`src/rtl/core/onewire_bit_master_top_assert.svh`:
```
// ----------------------------------------------------------------------------
// onewire_bit_master_top_assert.svh
// Assertion macros for the 1-Wire bit engine.
// ----------------------------------------------------------------------------
`ifndef ONEWIRE_BIT_MASTER_TOP_ASSERT_SVH
`define ONEWIRE_BIT_MASTER_TOP_ASSERT_SVH

// Implication checked on every edge out of reset.
`define OWB_ASSERT(lbl, prop, msg) \
   lbl: assert property (@(posedge clock) disable iff (reset) prop) else $error(msg);

// Plain condition checked on every edge out of reset.
`define OWB_ASSERT_COND(lbl, cond, msg) \
   lbl: assert property (@(posedge clock) disable iff (reset) (cond)) else $error(msg);

`endif

```
`src/rtl/core/owb_pkg.sv`:
```
// ----------------------------------------------------------------------------
// owb_pkg
// Types, register indexes and reset values for the 1-Wire bit engine.
// ----------------------------------------------------------------------------
`timescale 1ns / 1ps

package owb_pkg;

   localparam int TIME_W  = 10;
   localparam int NUM_REGS = 8;
   localparam int CSR_IDX_W = 8;

   localparam logic [TIME_W-1:0] RECOVERY_TIME_DEF = TIME_W'(410);

   typedef logic [TIME_W-1:0] time_type;

   typedef enum logic [2:0] {
      CMD_TICK  = 3'd0,
      CMD_RESET = 3'd1,
      CMD_W0    = 3'd2,
      CMD_W1    = 3'd3,
      CMD_READ  = 3'd4
   } cmd_type;

   typedef enum logic [1:0] {
      OP_RESET = 2'd0,
      OP_W0    = 2'd1,
      OP_W1    = 2'd2,
      OP_READ  = 2'd3
   } op_type;

   typedef enum logic [1:0] {
      PH_IDLE = 2'd0,
      PH_LOW  = 2'd1,
      PH_WAIT = 2'd2,
      PH_TAIL = 2'd3
   } phase_type;

   typedef enum logic [2:0] {
      REG_W1_LOW   = 3'd0,
      REG_W1_REL   = 3'd1,
      REG_W0_LOW   = 3'd2,
      REG_W0_REL   = 3'd3,
      REG_RD_SAMP  = 3'd4,
      REG_RD_TAIL  = 3'd5,
      REG_RST_LOW  = 3'd6,
      REG_PRES_SMP = 3'd7
   } reg_idx_type;

   localparam time_type REG_RESET_VALS [NUM_REGS] = '{
      TIME_W'(6), TIME_W'(64), TIME_W'(60), TIME_W'(10),
      TIME_W'(9), TIME_W'(55), TIME_W'(480), TIME_W'(70)
   };

   // a zero time counts as one tick
   function automatic time_type ticks_of(input time_type v);
      return (v == '0) ? TIME_W'(1) : v;
   endfunction

endpackage

```
`src/rtl/core/onewire_bit_master_top.sv`:
```
// ----------------------------------------------------------------------------
// onewire_bit_master_top
// 1-Wire master bit engine: slot timing for reset/presence, write and read.
// ----------------------------------------------------------------------------
// Request beats carry a command: a 1 us tick, or the start of a reset,
// write-zero, write-one or read slot, together with the sampled bus level.
// Every request beat yields exactly one response beat giving the drive_low
// and busy state after the beat, plus done, read bit, presence and rejected.
// The response is registered, valid the cycle after its beat; one beat is
// taken every cycle while the response side keeps up. The response register
// frees itself in the same cycle it is taken, so req_ready only falls while
// a response is held by a stalled receiver; nothing is dropped.
// The csr channel writes the eight slot timing registers, always ready;
// writes belong in idle periods. Reset returns the engine to idle, restores
// the default timings and empties the response register.
// ----------------------------------------------------------------------------
`timescale 1ns / 1ps

`include "onewire_bit_master_top_assert.svh"

module onewire_bit_master_top
   import owb_pkg::*;
#(
   parameter logic [TIME_W-1:0] RECOVERY_TIME = RECOVERY_TIME_DEF
) (
   input  logic                 clock,
   input  logic                 reset,

   input  logic                 req_valid,
   output logic                 req_ready,
   input  logic [2:0]           req_command,
   input  logic                 req_bus_level,

   output logic                 rsp_valid,
   input  logic                 rsp_ready,
   output logic                 rsp_drive_low,
   output logic                 rsp_busy_res,
   output logic                 rsp_done_res,
   output logic                 rsp_read_bit,
   output logic                 rsp_presence,
   output logic                 rsp_rejected,

   input  logic                 csr_valid,
   output logic                 csr_ready,
   input  logic [CSR_IDX_W-1:0] csr_index,
   input  logic [TIME_W-1:0]    csr_wdata
);

   time_type  cfg_ff [NUM_REGS];

   phase_type phase_ff, phase_in;
   op_type    op_ff, op_in;
   time_type  rem_ff, rem_in;
   logic      cap_ff, cap_in;

   logic      rsp_valid_ff;
   logic      drive_ff, busy_ff, done_ff, rbit_ff, pres_ff, rej_ff;
   logic      done_in, rbit_in, pres_in, rej_in;

   logic      req_beat;
   logic      last_tick;

   assign req_ready = !rsp_valid_ff || rsp_ready;
   assign req_beat  = req_valid && req_ready;
   assign csr_ready = 1'b1;

   // configuration
   always_ff @(posedge clock) begin
      if (reset) begin
         for (int i = 0; i < NUM_REGS; i++) begin
            cfg_ff[i] <= REG_RESET_VALS[i];
         end
      end else if (csr_valid && (csr_index < CSR_IDX_W'(NUM_REGS))) begin
         cfg_ff[csr_index[2:0]] <= csr_wdata;
      end
   end

   // slot state
   always_ff @(posedge clock) begin
      if (reset) begin
         phase_ff <= PH_IDLE;
         op_ff    <= OP_RESET;
         rem_ff   <= '0;
         cap_ff   <= 1'b0;
      end else if (req_beat) begin
         phase_ff <= phase_in;
         op_ff    <= op_in;
         rem_ff   <= rem_in;
         cap_ff   <= cap_in;
      end
   end

   assign last_tick = (rem_ff <= TIME_W'(1));

   always_comb begin
      phase_in = phase_ff;
      op_in    = op_ff;
      rem_in   = rem_ff;
      cap_in   = cap_ff;
      done_in  = 1'b0;
      rbit_in  = 1'b0;
      pres_in  = 1'b0;
      rej_in   = 1'b0;

      unique case (req_command)
         CMD_RESET, CMD_W0, CMD_W1, CMD_READ: begin
            if (phase_ff != PH_IDLE) begin
               rej_in = 1'b1;
            end else begin
               phase_in = PH_LOW;
               cap_in   = 1'b0;
               case (req_command)
                  CMD_RESET: begin
                     op_in  = OP_RESET;
                     rem_in = ticks_of(cfg_ff[REG_RST_LOW]);
                  end
                  CMD_W0: begin
                     op_in  = OP_W0;
                     rem_in = ticks_of(cfg_ff[REG_W0_LOW]);
                  end
                  CMD_W1: begin
                     op_in  = OP_W1;
                     rem_in = ticks_of(cfg_ff[REG_W1_LOW]);
                  end
                  default: begin
                     op_in  = OP_READ;
                     rem_in = ticks_of(cfg_ff[REG_W1_LOW]);
                  end
               endcase
            end
         end
         CMD_TICK: begin
            if (phase_ff != PH_IDLE) begin
               rem_in = rem_ff - TIME_W'(1);
               if (last_tick) begin
                  unique case (phase_ff)
                     PH_LOW: begin
                        unique case (op_ff)
                           OP_W0: begin
                              phase_in = PH_TAIL;
                              rem_in   = ticks_of(cfg_ff[REG_W0_REL]);
                           end
                           OP_W1: begin
                              phase_in = PH_TAIL;
                              rem_in   = ticks_of(cfg_ff[REG_W1_REL]);
                           end
                           OP_READ: begin
                              phase_in = PH_WAIT;
                              rem_in   = ticks_of(cfg_ff[REG_RD_SAMP]);
                           end
                           default: begin
                              phase_in = PH_WAIT;
                              rem_in   = ticks_of(cfg_ff[REG_PRES_SMP]);
                           end
                        endcase
                     end
                     PH_WAIT: begin
                        cap_in   = req_bus_level;
                        phase_in = PH_TAIL;
                        rem_in   = (op_ff == OP_READ) ? ticks_of(cfg_ff[REG_RD_TAIL])
                                                      : ticks_of(RECOVERY_TIME);
                     end
                     default: begin
                        done_in  = 1'b1;
                        rbit_in  = (op_ff == OP_READ) && cap_ff;
                        pres_in  = (op_ff == OP_RESET) && !cap_ff;
                        phase_in = PH_IDLE;
                        rem_in   = '0;
                     end
                  endcase
               end
            end
         end
         default: begin
         end
      endcase
   end

   // response register
   always_ff @(posedge clock) begin
      if (reset) begin
         rsp_valid_ff <= 1'b0;
      end else if (req_beat) begin
         rsp_valid_ff <= 1'b1;
      end else if (rsp_ready) begin
         rsp_valid_ff <= 1'b0;
      end
   end

   always_ff @(posedge clock) begin
      if (req_beat) begin
         drive_ff <= (phase_in == PH_LOW);
         busy_ff  <= (phase_in != PH_IDLE);
         done_ff  <= done_in;
         rbit_ff  <= rbit_in;
         pres_ff  <= pres_in;
         rej_ff   <= rej_in;
      end
   end

   assign rsp_valid     = rsp_valid_ff;
   assign rsp_drive_low = drive_ff;
   assign rsp_busy_res  = busy_ff;
   assign rsp_done_res  = done_ff;
   assign rsp_read_bit  = rbit_ff;
   assign rsp_presence  = pres_ff;
   assign rsp_rejected  = rej_ff;

   `OWB_ASSERT_COND(a_busy_count, (phase_ff == PH_IDLE) == (rem_ff == '0),
      "slot counter out of step with phase")
   `OWB_ASSERT(a_done_idle, rsp_valid_ff && done_ff |-> !busy_ff && !drive_ff,
      "done reported while slot still busy")
   `OWB_ASSERT(a_rej_busy, rsp_valid_ff && rej_ff |-> busy_ff && !done_ff,
      "reject reported on an idle engine")
   `OWB_ASSERT(a_start_low,
      req_beat && (phase_ff == PH_IDLE) && (req_command != CMD_TICK)
         && (req_command <= CMD_READ) |=> (phase_ff == PH_LOW) && rsp_valid_ff,
      "accepted start did not open a low phase")
   `OWB_ASSERT(a_drive_in_low, rsp_valid_ff && drive_ff |-> busy_ff,
      "bus driven low outside a slot")

endmodule
```
`config.mk`:
```
export PLATFORM = sky130hd
export DESIGN_NAME = onewire_bit_master_top
export DESIGN_NICKNAME = d
export VERILOG_FILES = /design/src/rtl/core/owb_pkg.sv /design/src/rtl/core/onewire_bit_master_top.sv
export VERILOG_INCLUDE_DIRS = /design/src /design/src/rtl/core
export SDC_FILE = /design/constraint.sdc
export NUM_CORES = 1
export LEC_CHECK = 0
export ABC_AREA = 1
export BUFFER_PORTS_ARGS = -buffer_cell sky130_fd_sc_hd__buf_2
export CAP_MARGIN = 20
export CORE_UTILIZATION = 25
export CTS_CLUSTER_DIAMETER = 150
export DETAILED_ROUTE_END_ITERATION = 8
export SYNTH_ARGS = -nofsm -noshare
export SYNTH_HDL_FRONTEND = slang
export SYNTH_SLANG_ARGS = --single-unit
```
`constraint.sdc`:
```
create_clock -name clock -period 1.5 [get_ports clock]
set_input_delay 0 -clock clock [delete_from_list [all_inputs] [get_ports clock]]
set_output_delay 0 -clock clock [all_outputs]
set_load 0.02 [all_outputs]
```
==> summary.md <==
| Metric | Value |
|---|---|
| Residual DRC count | `0` |
| Final hold vios | `0` |
| DP Worst Slack | `-0.2805 ns` |
| Synthesized-area fraction occupied by adder cells | `0.02152` |
| FFs w/ async S/R, synth | `0` |
| Post-synth EDFFs | `86` |
| Final min period | `1.652 ns` |
| P&R area growth vs syn | `32.15%` |
| Worst reg2reg path depth | `11` |
| Cell area after layout | `6917 µm²` |
| Max-cap violations | `0` |
| # rows | `52` |
| Crit-path slowest cell | `dfxtp_2` |
| Setup WS post-layout | `-0.1520 ns` |
| Via-per-instance ratio | `4.481` |
| WS Path Type | `reg -> reg` |
| Placed instance area | `6246 µm²` |
| # setup viols final | `15` |
| Max incr delay on CP | `0.34 ns` |
| Compound-Gate Fraction of Synth Area | `0.1164` |
| Seq/Total Area, Yosys | `0.5546` |
| Fin. max-slew vios | `0` |
| H-tree levels | `3` |
| Period utilisation layout | `1.101` |
| TritonRoute pass-1 iters | `5` |
| Final Util | `0.3396` |
| Hold Crit Class | `in -> reg` |
| Clock sink count | `102` |
| CTS clock-pin slew for the worst setup and hold paths | `0.07 ns` |
| First-pass GRT wire length | `22,850 µm` |
| Fin nets | `732` |
| Initial Util | `0.2570` |
| Post-detail-place hpwl | `10,450 µm` |
| DRT antenna net count | `0` |
| Number of diodes | `0` |
| CP Launch Type | `flop` |
| Unique masters post-synth | `44` |
| Pwr Density | `1009 nW/µm²` |
| Root Driver | `clkbuf_16` |
| RSZ-0062 raised after global routing | `true` |
| Worst-path cell chain | `inv_4 > ha_4 > o21ai_4 > nor3_4 > nand2_4 > inv_8 > buf_4 > nand2_1 > o211ai_1 > nand3_1 > a21oi_2` |
| Via count | `4,347` |
| Die Span Y | `146.7 µm` |
| Initial antenna violation count | `0` |
| DIE WIDTH | `146.7 µm` |
| Status | `finished, violations left` |
| Crit. End Element | `flop` |
| I/O pin total | `36` |
| Peak supply drop | `578.6 µV` |
| Violated checks | `negative setup slack` |
| Ys flop type | `edfxtp_1` |
| Via count of the first global-routing pass | `4,124` |
| Cell count after synthesis | `584` |
| Setup TNS | `-1.451 ns` |
| Max frequency | `605.3 MHz` |
| Worst hold stages | `3` |
| Num CTS Buffers | `9` |
| Crit path DAT | `1.95 ns` |
| Largest net degree at the start of global routing | `19` |
| Seq cells post-synth | `102` |
| DIE AREA | `21,520 µm²` |
| Fraction of synthesized area in multiplexers | `0` |
| Worst-Skew Late Latency | `0.36 ns` |
| Iter 0 DRT Violations | `361` |
| Routed len/inst | `14.88 µm` |
| Synth Area per Inst | `8.962 µm²` |
| Final Instance Count excl. Fillers | `970` |
| Synth Area in Simple Gates | `0.2271` |
| Dpl cells | `940` |
| Final clock skew | `0.009742 ns` |
| Xor/xnor cell area share of the yosys netlist | `0.006694` |
| Required time of the worst setup path | `1.79 ns` |
| Leakage power | `2.721 nW` |
| CTS tree | `done` |
| DRT Wirelength | `14,430 µm` |
| Net count after synthesis | `620` |
| Core Region | `20,360 µm²` |
| Synth warn | `0` |
| GRT Total Usage | `0.1398` |
| Clock tree buffer depth | `2` |
| Layout cells sized above 1 | `0.3171` |
| Gpl congestion | `0.8647` |
| Grt ovf | `0` |
| Synthesized area | `5234 µm²` |
| PortBufs | `34` |
| Largest family of logic cells by synthesized area | `simple AND/OR/NAND/NOR gates` |
| Crit-path max FO | `7` |
==> critical path, delay by kind of cell (launching register included) <==
family / cells / cell delay, ns
fa+ha+maj: 1 / 0.15
simple gates: 4 / 0.54
buf+inv: 3 / 0.29
flops: 1 / 0.34
compound gates: 3 / 0.27
==> area by class of cell <==
type / count / area (µm²)
Multi-Input combinational cell: 389 / 2208
Fill cell: 2057 / 13450
Clock buffer: 9 / 225.2
Timing Repair Buffer: 113 / 843.3
Sequential cell: 102 / 2920
Inverter: 81 / 327.8
Tap cell: 270 / 337.8
Clock inverter: 6 / 53.80
==> what timing repair did <==
item | in CTS | in global routing
cloned | 1 | 0
hold endpoints to repair | 3 | 0
resized for setup | 56 | 26
buffers inserted | 5 | 4
hold buffers | 5 | 0
pin swaps | 14 | 13
endpoints found under the setup margin | 18 | 40
==> cell usage after synthesis, types with 2 or more instances <==
| master | number | area, µm² |
|---|---|---|
| nand2_4 | 2 | 22.52 |
| nor3_4 | 2 | 32.53 |
| o21ai_0 | 34 | 170.2 |
| nor3_1 | 5 | 25.02 |
| nor2_4 | 2 | 22.52 |
| nor2_2 | 5 | 31.28 |
| a21oi_1 | 39 | 195.2 |
| inv_2 | 12 | 45.04 |
| ha_1 | 9 | 112.6 |
| edfxtp_1 | 86 | 2582 |
| nand2_2 | 5 | 31.28 |
| nand3_2 | 2 | 20.02 |
| buf_4 | 3 | 22.52 |
| o21ai_1 | 3 | 15.01 |
| o22ai_1 | 6 | 37.54 |
| or2_2 | 2 | 12.51 |
| o21bai_1 | 3 | 22.52 |
| dfxtp_1 | 16 | 320.3 |
| xor2_1 | 3 | 26.28 |
| buf_6 | 2 | 22.52 |
| nor2_1 | 103 | 386.6 |
| nor4_1 | 6 | 37.54 |
| clkbuf_1 | 6 | 22.52 |
| nand3_1 | 27 | 135.1 |
| nand4_1 | 5 | 31.28 |
| nand2_1 | 104 | 390.4 |
| inv_1 | 68 | 255.2 |
| o211ai_1 | 8 | 60.06 |
==> power by group <==
part	internal, W	total [W]	switching (W)
logic	0.000579	0.00137	0.000791
registers	0.00323	0.00334	0.000110
clock network	0.00115	0.00228	0.00113
==> registers in the layout, summed over array words and instances, names as in the netlist <==
name	count
rsp_rejected	1
phase_ff	2
op_ff	2
cap_ff	1
rsp_presence	1
rem_ff	10
rsp_read_bit	1
rsp_done_res	1
rsp_valid	1
cfg_ff	80
rsp_busy_res	1
rsp_drive_low	1
==> cells by family (layout without fill, tap and decap cells) <==
family / after synthesis / count (layout)
compound gates: 104 / 104
xor+xnor: 4 / 4
fa+ha+maj: 9 / 9
buf+inv: 93 / 209
flops: 102 / 102
other cells: 1 / 1
simple gates: 271 / 271
==> stage by stage <==
step           hold WS [ns]  power [W]
2_1_floorplan        0.1002   0.004055
5_1_grt             0.02689   0.007230
3_5_place_dp         0.2683   0.004529
3_3_place_gp         0.2742   0.004529
6_report           0.001295   0.006982
4_1_cts            0.007637   0.006901
==> metal layers <==
metal,track usage,part of all wire,up-vias
li1,-,-,2180
met1,0.2074,0.50,2004
met2,0.1979,0.42,146
met3,0.02640,0.063,17
met4,0.05521,0.020,0
met5,0,0,-
==> cells in the final DEF, fill, tap and decap left out, types with 7 or more instances in the layout <==
master	instances
ha_4	7
edfxtp_1	86
a21oi_2	8
o21ai_0	24
inv_2	16
buf_4	63
nand2_2	15
buf_2	34
buf_6	8
o21ai_1	10
inv_1	58
a21oi_1	30
nand2_1	91
nor2_1	99
clkbuf_16	9
nor2_2	7
nand3_1	23
dfxtp_1	10
o211ai_1	8
==> worst paths after layout <==
kind	from	endpoint	slack [ns]
max	rem_ff[1]	rem_ff[1]	-0.15
min	reset	rem_ff[1]	0.001
min reg2reg	rem_ff[9]	rem_ff[9]	0.49
max reg2reg	rem_ff[1]	rem_ff[1]	-0.15
Note: power is estimated with default switching activity, not from simulation.
